File: config.mk
export PLATFORM = sky130hd
export DESIGN_NAME = gate_motor_state_controller
export DESIGN_NICKNAME = d
export VERILOG_FILES = /design/src/hdl/gmsc_pkg.sv /design/src/hdl/gmsc_core.sv /design/src/hdl/gate_motor_state_controller.sv
export SDC_FILE = /design/constraint.sdc
export NUM_CORES = 1
export LEC_CHECK = 0
export BUFFER_PORTS_ARGS = -buffer_cell sky130_fd_sc_hd__buf_4
export CORE_MARGIN = 5
export CORE_UTILIZATION = 30
export DETAILED_ROUTE_END_ITERATION = 7
export GPL_TIMING_DRIVEN = 0
export PLACE_DENSITY = 0.49
export RECOVER_POWER = 50
export SYNTH_ARGS = -nofsm -noshare
export SYNTH_HDL_FRONTEND = slang
export SYNTH_SLANG_ARGS = --single-unit
File: constraint.sdc
create_clock -name clk -period 5.4 [get_ports clk]
set_input_delay 0.27 -clock clk [delete_from_list [all_inputs] [get_ports clk]]
set_output_delay 0.27 -clock clk [all_outputs]
set_load 0.05 [all_outputs]
File: src/hdl/gmsc_pkg.sv
// Shared types, codes and helpers for the gate motor state controller.
package gmsc_pkg;

	// Default width of the guard and wicket pulse countdowns
	localparam int TIMER_WIDTH_DEF = 16;

	// Stream payload widths
	localparam int IN_DATA_W  = 16;
	localparam int IN_USER_W  = 4;
	localparam int OUT_DATA_W = 48;

	// Configuration port
	localparam int CFG_IDX_W  = 2;
	localparam int CFG_DATA_W = 16;
	localparam logic [CFG_IDX_W-1:0] CFG_GUARD_TICKS  = 2'd0;
	localparam logic [CFG_IDX_W-1:0] CFG_PULSE_TICKS  = 2'd1;
	localparam logic [CFG_IDX_W-1:0] CFG_ACTIVE_HIGH  = 2'd2;
	localparam logic [CFG_DATA_W-1:0] PULSE_TICKS_RST = 16'd1000;

	typedef enum logic [3:0] {
		OP_TICK         = 4'd0,
		OP_OPEN         = 4'd1,
		OP_CLOSE        = 4'd2,
		OP_STOP         = 4'd3,
		OP_WICKET_PULSE = 4'd4,
		OP_SET_LIGHT    = 4'd5,
		OP_TOGGLE_LIGHT = 4'd6,
		OP_SET_WICKET   = 4'd7,
		OP_SENSORS      = 4'd8
	} op_t;

	typedef enum logic [2:0] {
		GATE_UNKNOWN = 3'd0,
		GATE_OPENING = 3'd1,
		GATE_CLOSING = 3'd2,
		GATE_STOPPED = 3'd3,
		GATE_OPEN    = 3'd4,
		GATE_CLOSED  = 3'd5
	} gate_t;

	// Motor drive; also used for the pending drive after the guard
	typedef enum logic [1:0] {
		MOTOR_STOP  = 2'd0,
		MOTOR_OPEN  = 2'd1,
		MOTOR_CLOSE = 2'd2
	} motor_t;

	typedef enum logic [1:0] {
		DIR_NONE = 2'd0,
		DIR_UP   = 2'd1,
		DIR_DOWN = 2'd2
	} dir_t;

	typedef struct packed {
		logic              active;
		logic              in_motion;
		logic signed [1:0] direction;
		logic              just_settled;
		logic signed [1:0] settled_direction;
	} sensor_t;

	typedef struct packed {
		op_t     op;
		logic    flag;
		sensor_t upper;
		sensor_t lower;
	} item_t;

	typedef struct packed {
		gate_t       gate_state;
		motor_t      motor_state;
		logic        open_relay_level;
		logic        close_relay_level;
		logic        wicket_relay_level;
		logic        light_relay_level;
		logic        light_is_on;
		logic        wicket_is_open;
		logic        wicket_pulsing;
		logic [31:0] revision;
	} result_t;

	// Two's complement sign: 1 up, -1 (or -2) down, 0 none
	function automatic dir_t dir_of(logic [1:0] v);
		dir_t d;
		unique case (v)
			2'b00:   d = DIR_NONE;
			2'b01:   d = DIR_UP;
			default: d = DIR_DOWN;
		endcase
		return d;
	endfunction

	// Pin level for a relay given its energized state and polarity
	function automatic logic relay_level(logic on, logic active_high);
		return ~(on ^ active_high);
	endfunction

endpackage

File: src/hdl/gmsc_core.sv
// Gate, motor, timer and flag state with the per-item update logic.
module gmsc_core #(
	parameter int TIMER_WIDTH = gmsc_pkg::TIMER_WIDTH_DEF
) (
	input  logic                                clk,
	input  logic                                arst_n,
	input  logic                                item_valid,
	input  gmsc_pkg::item_t                     item,
	input  logic [gmsc_pkg::CFG_DATA_W-1:0]     guard_ticks,
	input  logic [gmsc_pkg::CFG_DATA_W-1:0]     wicket_pulse_ticks,
	input  logic                                relay_active_high,
	output gmsc_pkg::result_t                   result
);
	import gmsc_pkg::*;

	localparam logic [TIMER_WIDTH-1:0] T_ONE = TIMER_WIDTH'(1);

	gate_t                  gate_q, gate_d;
	motor_t                 motor_q, motor_d;
	motor_t                 pend_q, pend_d;
	logic [TIMER_WIDTH-1:0] guard_left_q, guard_left_d;
	logic                   pulse_act_q, pulse_act_d;
	logic [TIMER_WIDTH-1:0] pulse_left_q, pulse_left_d;
	logic                   light_q, light_d;
	logic                   wicket_q, wicket_d;
	logic [31:0]            count_q, count_d;

	// Next state; inc counts every visible change, intermediate ones too
	always_comb begin
		logic [2:0] inc;
		gate_t      tgt;
		dir_t       u_dir, l_dir, u_sdir, l_sdir;
		logic       limit_hit;

		gate_d       = gate_q;
		motor_d      = motor_q;
		pend_d       = pend_q;
		guard_left_d = guard_left_q;
		pulse_act_d  = pulse_act_q;
		pulse_left_d = pulse_left_q;
		light_d      = light_q;
		wicket_d     = wicket_q;
		inc          = '0;
		tgt          = GATE_UNKNOWN;
		limit_hit    = 1'b0;
		u_dir        = dir_of(item.upper.direction);
		l_dir        = dir_of(item.lower.direction);
		u_sdir       = dir_of(item.upper.settled_direction);
		l_sdir       = dir_of(item.lower.settled_direction);

		unique case (item.op)
			OP_TICK: begin
				if (pulse_act_q) begin
					if (pulse_left_q <= T_ONE) begin
						pulse_act_d  = 1'b0;
						pulse_left_d = '0;
						inc          = inc + 3'd1;
					end else begin
						pulse_left_d = pulse_left_q - T_ONE;
					end
				end
				if (pend_q != MOTOR_STOP) begin
					if (guard_left_q <= T_ONE) begin
						// guard over: energize the pending direction
						tgt = (pend_q == MOTOR_OPEN) ? GATE_OPENING : GATE_CLOSING;
						motor_d = pend_q;
						if (gate_d != tgt) inc = inc + 3'd1;
						gate_d       = tgt;
						pend_d       = MOTOR_STOP;
						guard_left_d = '0;
					end else begin
						guard_left_d = guard_left_q - T_ONE;
					end
				end
			end
			OP_OPEN, OP_CLOSE: begin
				motor_d      = MOTOR_STOP;
				pend_d       = (item.op == OP_OPEN) ? MOTOR_OPEN : MOTOR_CLOSE;
				guard_left_d = TIMER_WIDTH'(guard_ticks);
				if (guard_left_d == '0) begin
					tgt = (item.op == OP_OPEN) ? GATE_OPENING : GATE_CLOSING;
					motor_d = pend_d;
					if (gate_d != tgt) inc = inc + 3'd1;
					gate_d = tgt;
					pend_d = MOTOR_STOP;
				end
			end
			OP_STOP: begin
				motor_d      = MOTOR_STOP;
				pend_d       = MOTOR_STOP;
				guard_left_d = '0;
				if (gate_q != GATE_OPEN && gate_q != GATE_CLOSED &&
				    gate_q != GATE_STOPPED) begin
					gate_d = GATE_STOPPED;
					inc    = inc + 3'd1;
				end
			end
			OP_WICKET_PULSE: begin
				pulse_act_d  = 1'b1;
				pulse_left_d = TIMER_WIDTH'(wicket_pulse_ticks);
				inc          = inc + 3'd1;
			end
			OP_SET_LIGHT, OP_TOGGLE_LIGHT: begin
				light_d = (item.op == OP_SET_LIGHT) ? item.flag : ~light_q;
				if (light_d != light_q) inc = inc + 3'd1;
			end
			OP_SET_WICKET: begin
				wicket_d = item.flag;
				if (wicket_d != wicket_q) inc = inc + 3'd1;
			end
			OP_SENSORS: begin
				// upper motion, then lower motion
				if (item.upper.in_motion && item.upper.active && u_dir != DIR_NONE) begin
					tgt = (u_dir == DIR_UP) ? GATE_OPENING : GATE_CLOSING;
					if (gate_d != tgt) inc = inc + 3'd1;
					gate_d = tgt;
				end
				if (item.lower.in_motion && item.lower.active && l_dir != DIR_NONE) begin
					tgt = (l_dir == DIR_UP) ? GATE_OPENING : GATE_CLOSING;
					if (gate_d != tgt) inc = inc + 3'd1;
					gate_d = tgt;
				end
				// settling: limits stop the motor, otherwise follow the direction
				priority if (item.upper.just_settled && u_sdir == DIR_UP) begin
					tgt       = GATE_OPEN;
					limit_hit = 1'b1;
				end else if (item.lower.just_settled && l_sdir == DIR_DOWN) begin
					tgt       = GATE_CLOSED;
					limit_hit = 1'b1;
				end else if (item.upper.just_settled && u_sdir == DIR_DOWN) begin
					tgt = GATE_CLOSING;
				end else if (item.lower.just_settled && l_sdir == DIR_UP) begin
					tgt = GATE_OPENING;
				end else begin
					tgt = gate_d;
				end
				if (gate_d != tgt) inc = inc + 3'd1;
				gate_d = tgt;
				if (limit_hit) begin
					motor_d      = MOTOR_STOP;
					pend_d       = MOTOR_STOP;
					guard_left_d = '0;
				end else if (motor_d == MOTOR_STOP && gate_d == GATE_UNKNOWN) begin
					// idle with unknown position: infer from the single active sensor
					if (item.upper.active && !item.lower.active) begin
						gate_d = GATE_OPEN;
						inc    = inc + 3'd1;
					end else if (item.lower.active && !item.upper.active) begin
						gate_d = GATE_CLOSED;
						inc    = inc + 3'd1;
					end
				end
			end
			default: begin
			end
		endcase

		count_d = count_q + 32'(inc);
	end

	// State registers
	always_ff @(posedge clk or negedge arst_n) begin
		if (!arst_n) begin
			gate_q       <= GATE_UNKNOWN;
			motor_q      <= MOTOR_STOP;
			pend_q       <= MOTOR_STOP;
			guard_left_q <= '0;
			pulse_act_q  <= 1'b0;
			pulse_left_q <= '0;
			light_q      <= 1'b0;
			wicket_q     <= 1'b0;
			count_q      <= '0;
		end else if (item_valid) begin
			gate_q       <= gate_d;
			motor_q      <= motor_d;
			pend_q       <= pend_d;
			guard_left_q <= guard_left_d;
			pulse_act_q  <= pulse_act_d;
			pulse_left_q <= pulse_left_d;
			light_q      <= light_d;
			wicket_q     <= wicket_d;
			count_q      <= count_d;
		end
	end

	// Result shows the state after the item
	always_comb begin
		result.gate_state         = gate_d;
		result.motor_state        = motor_d;
		result.open_relay_level   = relay_level(motor_d == MOTOR_OPEN, relay_active_high);
		result.close_relay_level  = relay_level(motor_d == MOTOR_CLOSE, relay_active_high);
		result.wicket_relay_level = relay_level(pulse_act_d, relay_active_high);
		result.light_relay_level  = relay_level(light_d, relay_active_high);
		result.light_is_on        = light_d;
		result.wicket_is_open     = wicket_d;
		result.wicket_pulsing     = pulse_act_d;
		result.revision           = count_d;
	end

	// A pending drive keeps both motor relays off
	a_pend_motor_off: assert property (@(posedge clk) disable iff (!arst_n)
		pend_q != MOTOR_STOP |-> motor_q == MOTOR_STOP)
		else $error("motor driven while a drive is pending");

	// Guard counter is idle without a pending drive
	a_guard_idle: assert property (@(posedge clk) disable iff (!arst_n)
		pend_q == MOTOR_STOP |-> guard_left_q == '0)
		else $error("guard running with no pending drive");

	// Pulse counter is idle without an active pulse
	a_pulse_idle: assert property (@(posedge clk) disable iff (!arst_n)
		!pulse_act_q |-> pulse_left_q == '0)
		else $error("pulse counter running with no pulse");

endmodule

File: src/hdl/gate_motor_state_controller.sv
// Top level of the gate motor state controller: stream ports, config and result queue.

// Takes one item per cycle (tick, open, close, stop, wicket pulse, light and wicket
// flags, sensor report) and returns one result item per input item showing the gate
// state, motor drive, relay pin levels, flags and the wrapping revision count after
// that item. Items pass an input register, then combinational update logic writes the
// result into a two-entry output queue; throughput is one item per cycle while the
// output is not stalled, and s_tready depends only on internal occupancy and stays high
// while one result waits downstream. Open and close drop both motor relays and arm a
// guard of guard_ticks ticks (zero energizes at once); the wicket pulse lasts
// wicket_pulse_ticks ticks. Countdowns are TIMER_WIDTH bits wide and the 16-bit
// registers are cut or zero-extended to that. Write configuration only while idle.
module gate_motor_state_controller #(
	parameter int TIMER_WIDTH = gmsc_pkg::TIMER_WIDTH_DEF
) (
	input  logic                                clk,
	input  logic                                arst_n,
	// tdata, low bit up: flag, upper_active, upper_in_motion, upper_direction[1:0],
	// upper_just_settled, upper_settled_direction[1:0], lower_active,
	// lower_in_motion, lower_direction[1:0], lower_just_settled,
	// lower_settled_direction[1:0], one zero pad bit
	input  logic                                s_tvalid,
	output logic                                s_tready,
	input  logic [gmsc_pkg::IN_DATA_W-1:0]      s_tdata,
	// tuser: op[3:0]
	input  logic [gmsc_pkg::IN_USER_W-1:0]      s_tuser,
	output logic                                m_tvalid,
	input  logic                                m_tready,
	// tdata, low bit up: gate_state[2:0], motor_state[1:0], open_relay_level,
	// close_relay_level, wicket_relay_level, light_relay_level, light_is_on,
	// wicket_is_open, wicket_pulsing, revision[31:0], four zero pad bits
	output logic [gmsc_pkg::OUT_DATA_W-1:0]     m_tdata,
	input  logic                                cfg_valid,
	output logic                                cfg_ready,
	input  logic [gmsc_pkg::CFG_IDX_W-1:0]      cfg_index,
	input  logic [gmsc_pkg::CFG_DATA_W-1:0]     cfg_data
);
	import gmsc_pkg::*;

	logic [CFG_DATA_W-1:0] guard_ticks_q;
	logic [CFG_DATA_W-1:0] pulse_ticks_q;
	logic                  active_high_q;

	logic    in_accept;
	logic    valid_s1;
	item_t   item_s1;
	item_t   item_in;
	result_t core_result;
	result_t head;

	result_t    q_mem_q [2];
	logic       wr_ptr_q;
	logic       rd_ptr_q;
	logic [1:0] q_count_q;
	logic [1:0] occupancy;
	logic       push;
	logic       pop;

	// Configuration registers
	assign cfg_ready = 1'b1;

	always_ff @(posedge clk or negedge arst_n) begin
		if (!arst_n) begin
			guard_ticks_q <= '0;
			pulse_ticks_q <= PULSE_TICKS_RST;
			active_high_q <= 1'b1;
		end else if (cfg_valid) begin
			unique case (cfg_index)
				CFG_GUARD_TICKS: guard_ticks_q <= cfg_data;
				CFG_PULSE_TICKS: pulse_ticks_q <= cfg_data;
				CFG_ACTIVE_HIGH: active_high_q <= cfg_data[0];
				default: begin
				end
			endcase
		end
	end

	// Unpack the input item
	always_comb begin
		item_in.op                      = op_t'(s_tuser);
		item_in.flag                    = s_tdata[0];
		item_in.upper.active            = s_tdata[1];
		item_in.upper.in_motion         = s_tdata[2];
		item_in.upper.direction         = s_tdata[4:3];
		item_in.upper.just_settled      = s_tdata[5];
		item_in.upper.settled_direction = s_tdata[7:6];
		item_in.lower.active            = s_tdata[8];
		item_in.lower.in_motion         = s_tdata[9];
		item_in.lower.direction         = s_tdata[11:10];
		item_in.lower.just_settled      = s_tdata[12];
		item_in.lower.settled_direction = s_tdata[14:13];
	end

	// Ready while the input register and queue together hold at most two items
	assign occupancy = q_count_q + {1'b0, valid_s1};
	assign s_tready  = (occupancy != 2'd3);
	assign in_accept = s_tvalid && s_tready;

	assign pop  = m_tvalid && m_tready;
	assign push = valid_s1 && ((q_count_q != 2'd2) || pop);

	// Input register
	always_ff @(posedge clk or negedge arst_n) begin
		if (!arst_n) begin
			valid_s1 <= 1'b0;
		end else if (in_accept) begin
			valid_s1 <= 1'b1;
		end else if (push) begin
			valid_s1 <= 1'b0;
		end
	end

	always_ff @(posedge clk) begin
		if (in_accept) begin
			item_s1 <= item_in;
		end
	end

	gmsc_core #(
		.TIMER_WIDTH(TIMER_WIDTH)
	) u_core (
		.clk                (clk),
		.arst_n             (arst_n),
		.item_valid         (push),
		.item               (item_s1),
		.guard_ticks        (guard_ticks_q),
		.wicket_pulse_ticks (pulse_ticks_q),
		.relay_active_high  (active_high_q),
		.result             (core_result)
	);

	// Two-entry result queue
	always_ff @(posedge clk) begin
		if (push) begin
			q_mem_q[wr_ptr_q] <= core_result;
		end
	end

	always_ff @(posedge clk or negedge arst_n) begin
		if (!arst_n) begin
			wr_ptr_q  <= 1'b0;
			rd_ptr_q  <= 1'b0;
			q_count_q <= '0;
		end else begin
			if (push) wr_ptr_q <= ~wr_ptr_q;
			if (pop)  rd_ptr_q <= ~rd_ptr_q;
			unique case ({push, pop})
				2'b10:   q_count_q <= q_count_q + 2'd1;
				2'b01:   q_count_q <= q_count_q - 2'd1;
				default: q_count_q <= q_count_q;
			endcase
		end
	end

	assign m_tvalid = (q_count_q != 2'd0);
	assign head     = q_mem_q[rd_ptr_q];
	assign m_tdata  = {4'b0000, head.revision, head.wicket_pulsing, head.wicket_is_open,
		head.light_is_on, head.light_relay_level, head.wicket_relay_level,
		head.close_relay_level, head.open_relay_level, head.motor_state, head.gate_state};

	// Queue never overfills
	a_q_bound: assert property (@(posedge clk) disable iff (!arst_n)
		q_count_q != 2'd3)
		else $error("result queue count out of range");

	// Full queue with no pop holds the staged item
	a_stall_hold: assert property (@(posedge clk) disable iff (!arst_n)
		valid_s1 && q_count_q == 2'd2 && !pop |=> valid_s1 && q_count_q == 2'd2)
		else $error("staged item lost while queue full");

	// An item accepted while the queue is empty passes the input register and is pushed into the queue
	a_push_after_accept: assert property (@(posedge clk) disable iff (!arst_n)
		in_accept && q_count_q == 2'd0 |=> push)
		else $error("accepted item not pushed");

endmodule

# Yosys cells after proc, flatten, opt, wreduce, memory -nomap -nowiden
# Memory sizes are Yosys's and may differ from the RTL's.
# Cells that the tools add are included.
# classes
add_sub_neg	10
multipliers	0
div	0
magnitude_cmp	2
n_eq_ne	41
shift	0
n_mux	82
n_bitwise	11
reduce_logical	44
# op_table
operator	count
3-bit 2-to-1 mux	34
16-bit 2-to-1 mux	5
16-bit case mux with 4 select lines	1
32-bit by 3-bit adder with 32-bit output	1
16-bit by 1-bit less-or-equal comparator with 1-bit output, second input constant	2
16-bit case mux with 2 select lines	1
16-bit by 1-bit subtractor with 16-bit output, second input constant	2
2-bit 2-to-1 mux	13
2-bit by 1-bit == test with 1-bit output, second input constant	12
3-bit case mux with 7 select lines	1
2-bit case mux with 2 select lines	5
1-bit 2-to-1 mux	18
4-bit by 3-bit == test with 1-bit output, second input constant	4
1-bit logical AND	16
16-bit logical NOT	1
2-bit case mux with 4 select lines	2
3-bit != test	5
2-bit nonzero test	7
3-bit by 1-bit adder with 3-bit output, second input constant	4
2-bit logical NOT	6
3-bit case mux with 4 select lines	1
2-bit == test, second input constant	5
4-bit by 2-bit == test with 1-bit output, second input constant	2
2-bit by 1-bit != test with 1-bit output, second input constant	4
other kinds (22)	38
# word_totals
ff_bits	131
latchBits	0
ram_bits	88
mem_bits_ro	0
in_bits	43
output_inout_bits	51
elab_cells	219
memories	1
# mem_list
memory	depth	width	read_ports	rd_clocked_by_memory_dff	write_ports	line	text
q_mem_q	2	44	1	0	1	gate_motor_state_controller.sv:51	result_t q_mem_q [2];

# Depth between registers and ports, before layout
# logic_depth
ltp_word	23
ltp_mapped	20
mapped_depth_nobuf	19

# Modules after synthesis
# Synthesis repeated with hierarchy kept, for this count alone.
# unflattened
hier_cells	938
hier_area_um2	10867.9
# by_module_without_submodules
mod	instances	cells_each	area_per_inst_um2	seq_area_each_um2
gmsc_core	1	672	5541.6	1851.8
gate_motor_state_controller	1	266	5326.4	4172.8

# Worst setup path before layout
# Ideal clock, no wire load.
# synth_path
path_type	register to register
startpoint	reg u_core.gate_q[1]
endpoint	mem q_mem_q[0][13] (netlist bit) (data pin)
setup_ns	0.263
t_arrival_ns	4.388
required_time_ns	5.137
path_slack_ns	0.750
stages_incl_launch_ff	21
n_path_buf	1
period_less_slack_ns	4.650
path_cell_list	dfrtp_1 clkbuf_1 nor2b_1 mux2_2 a21oi_1 ha_1 mux2_2 ha_1 mux2i_1 inv_1 ha_1 and2_1 a2bb2oi_1 o21ai_1 ha_1 a21o_1 a21oi_1 nor3_1 and4_1 and3_1 xor2_1
# synth_rtl
item	line	text
from (decl)	gmsc_core.sv:18	gate_t gate_q, gate_d;
from (signal assigned)	gmsc_core.sv:174	gate_q <= gate_d;
to (decl)	gate_motor_state_controller.sv:51	

# Worst setup path in the final report
# layout_path
startpoint	reg u_core.gate_q[1]
endpoint	reg u_core.count_q[27]
# layout_between
elab_chain_len	19
word_cells_on_any_way	44
cone_classes	add/sub: 4; eq/ne: 8; mux: 28; reduce/logical: 4
# layout_lines
item	line	text
parallel branches: the longest is 17 deep, another holds 3-bit by 1-bit adder with 3-bit output	-	
3-bit case mux with 7 select lines *	gmsc_core.sv:51	unique case (item.op)
32-bit by 3-bit adder with 32-bit output *	gmsc_core.sv:158	count_d = count_q + 32'(inc);
to (signal assigned)	gmsc_core.sv:182	count_q <= count_d;
to (decl)	gmsc_core.sv:26	logic [31:0] count_q, count_d;
# Every way passes the cells marked *. The select of a mux whose other input is x is not followed.
# A chain may end at the register's enable or synchronous reset.

==> reports/qor.csv <==
metric;value;unit
status;complete, but fails checks;
failing checks;capacitance limit, slew limit;
Slew @ Worst Pin;2160;ps
die height;201;um
combinational share of power;40.5;%
total power draw;7.34;mW
cell taking the most area after synthesis;edfxtp_1;
Critical Path RT;5810;ps
Hold WC Path Type;primary input to flop;
GRT overflow;0;
number of routed nets with antenna violations;0;
top-count cell post-synth;edfxtp_1;
post-place setup slack;-57.4;ps
worst vdd ir;246;uV
clock period minus worst slack;5020;ps
final net count;1161;
DP Area;12300;um^2
most instantiated cells after synthesis;107 x edfxtp_1, 105 x dfrtp_1, 82 x mux2_2;
clk slew on worst S/H paths;60;ps
Iteration-0 DRC Markers;392;
FMAX;199;MHz
unrepaired setup endpoints after global routing;false;
Initial Util;30.5;%
Flop pwr share;34.7;%
placed wire-length estimate;19400;um
dominant cells by area after synthesis;edfxtp_1 29%, dfrtp_1 24%, mux2_2 8.5%, xnor2_1 3.0%, nand2_1 2.6%;
register area share after synthesis;55.2;%
Root Buffer;clkbuf_16;
Worst Path Class, Setup;flop to flop;
CP endpoint kind;flop;
clk_lat worst skew;530;ps
WL per Instance;16.9;um
minimum hold slack;82.6;ps
Adder-Cell Fraction of Synth Area;1.56;%
Final Hold Viols;0;
Clock Sinks;219;
Final Skew;13.7;ps
main combinational cell family by area after synthesis;simple AND/OR/NAND/NOR gates;
Synth Area in Simple Gates;14.1;%
number of synthesized flops with an enable pin;107;
initial antenna violation count;0;
Placer Congestion;0.808;
CTS tree;done;
Internal Pwr Total;4.43;mW
GRT Total Usage;13.0;%
Design Area, Final;13400;um^2
area grow syn2layout;23.0;%
routed wire length;26800;um
final worst slack;381;ps
Worst slew margin;-44.1;%
Final TNS setup;0;ps
Mapped Area;10900;um^2
FP Rows;69;
Switching Share;39.7;%
multiplexer share of the synthesized area;9.01;%
Worst Path Max Fanout;10;
total core area;35700;um^2
vias in the first global route;7794;
pin count of the biggest net entering global routing;84;
Max H-tree Level;1;
CP startpoint kind;flop;
compound-gate portion of the synthesized area;11.8;%
Port-buffer cells;87;
Setup-failing EPs final;0;
Cell variety after synth;76;
first-pass GRT wire length;43200;um
Synth Area in XOR/XNOR;5.62;%
post-synthesis async set-or-reset flop share;51.1;%
CTS buffer count;26;
DRC viols;0;
Initial DRT Pass Iterations;5;
Synth top area share;29.4;%
Mapped Avg Cell Area;11.5;um^2
vias;7890;
Vias/cell;4.98;
Gate Count Post-Synth;946;
Seq cells post-synth;219;
P_sw;2.91;mW
CP Data Arrival Time;5430;ps
Primary FF master, synth;edfxtp_1;
share of post-route cells with drive strength above 1;19.8;%
Max-cap violations;4;
fin crit share;92.9;%
synth warn;0;
I/O pin count;94;
CTS max path bufs;3;
die area;40300;um^2
clock power share;24.9;%
number of inserted diodes;0;
pwr dens;546;nW/um^2
Final Slew Violations;128;
leak pwr;5.29;nW
Horiz. Die Dim;201;um
==> power groups by stage <==
stage	sequential, mW	clock [mW]	combinational (mW)
2_1_floorplan	2.50	0	2.15
3_3_place_gp	2.59	0	2.96
3_5_place_dp	2.58	0	3.04
4_1_cts	2.55	1.88	3.07
5_1_grt	2.59	1.94	3.25
6_report	2.54	1.82	2.97
==> through the flow <==
stage | utilization, % | std cells
6_report | 37.6 | 1585
3_5_place_dp | 34.3 | 1501
4_1_cts | 37.8 | 1584
2_1_floorplan | - | 949
3_3_place_gp | 34.0 | 1497
5_1_grt | 37.6 | 1585
==> repair_timing <==
item	4_1_cts	5_1_grt
hold endpoints to repair	79	0
buffers inserted	0	1
resized for setup	1	6
pin swaps	0	2
cloned	0	0
hold buffers	36	0
endpoints found under the setup margin	2	46
==> final cells by class <==
cell class,count,area (um^2)
Buffer,52,234
Clock buffer,36,698
Clock inverter,11,193
Fill cell,3577,22300
Inverter,17,63.8
Multi-Input combinational cell,661,4610
Sequential cell,219,6020
Tap cell,461,577
Timing Repair Buffer,128,1030
==> final timing paths <==
check / start / endpoint / slack, ps / cells past startpoint
max in group asynchronous: arst_n / guard_ticks_q[4]$_DFFE_PN0P_ / 1670 / 3
min in group asynchronous: arst_n / u_core.guard_left_q[11]$_DFFE_PN0P_ / 780 / 2
hold reg to reg: wr_ptr_q$_DFFE_PN0P_ / wr_ptr_q$_DFFE_PN0P_ / 490 / 1
setup reg to reg: u_core.gate_q[1]$_DFFE_PN0P_ / u_core.count_q[27]$_DFFE_PN0P_ / 380 / 20
setup / recovery: u_core.gate_q[1]$_DFFE_PN0P_ / u_core.count_q[27]$_DFFE_PN0P_ / 380 / 20
hold / removal: m_tready / rd_ptr_q$_DFFE_PN0P_ / 80 / 3
==> flip-flops by register name (all words and copies together) (netlist names) <==
signal               cells
q_count_q                2
guard_ticks_q           16
wr_ptr_q                 1
u_core.guard_left_q     16
u_core.light_q           1
u_core.pulse_act_q       1
u_core.pend_q            2
valid_s1                 1
rd_ptr_q                 1
pulse_ticks_q           16
active_high_q            1
u_core.count_q          32
q_mem_q                 88
u_core.wicket_q          1
u_core.pulse_left_q     16
u_core.gate_q            3
u_core.motor_q           2
item_s1                 19
==> critical path: stages, from the launching register on <==
cell and delay, ps:
dfrtp_1 390, clkbuf_2 190, nor2b_1 190, mux2_2 260, a21oi_1 220, ha_1 260
mux2_2 290, ha_1 290, mux2i_1 250, inv_1 80, ha_1 260, and2_1 130
a2bb2oi_1 190, o21ai_1 130, ha_1 300, a21o_1 160, a21oi_4 110, nor4b_4 540
and3_1 370, nand3_1 120, xnor2_1 140
==> routing by layer <==
metal  routed length [um]  global-route usage [%]  vias to the layer above
met5                    0                       0                        -
met3                  933                    1.83                       47
met1                12900                    18.5                     3878
met4                  646                    3.47                        0
met2                12400                    20.9                      157
li1                     -                       -                     3808
==> cell usage in the layout (no fill, tap or decap), types with 6 or more instances in the layout <==
cell type | synthesis | layout
nand2_1 | 75 | 75
a31oi_1 | 6 | 6
nor2_1 | 61 | 60
o211ai_1 | 9 | 9
a32oi_1 | 7 | 7
dlygate4sd3_1 | 0 | 36
clkbuf_4 | 0 | 18
a22oi_1 | 11 | 11
nand3b_1 | 7 | 7
inv_1 | 17 | 17
ha_1 | 12 | 12
xnor2_1 | 38 | 38
nor4_1 | 12 | 12
mux2_2 | 82 | 75
a21oi_1 | 35 | 34
edfxtp_1 | 107 | 107
o21ai_0 | 42 | 44
and3_1 | 13 | 13
o21ai_1 | 27 | 25
nand4_1 | 12 | 12
dfrtp_1 | 105 | 105
nor3_1 | 22 | 22
and4_1 | 6 | 6
mux2_1 | 0 | 7
buf_2 | 8 | 6
o21a_1 | 6 | 6
mux2i_1 | 6 | 6
clkbuf_16 | 0 | 26
xor2_1 | 32 | 32
and2_1 | 11 | 9
clkbuf_1 | 34 | 66
nand3_1 | 24 | 24
buf_4 | 6 | 56
nand2b_1 | 11 | 11
==> cell families (layout without fill, tap and decap cells) <==
family | count (synthesis) | count (layout)
buffers and inverters | 69 | 244
xor gates and xnor gates | 70 | 70
muxes | 88 | 88
DFF | 219 | 219
AOI/OAI and AO/OA | 196 | 196
adders and majority gates | 13 | 13
and+or+nand+nor | 289 | 289
other | 2 | 5
Power figures use the tool's default switching activity.
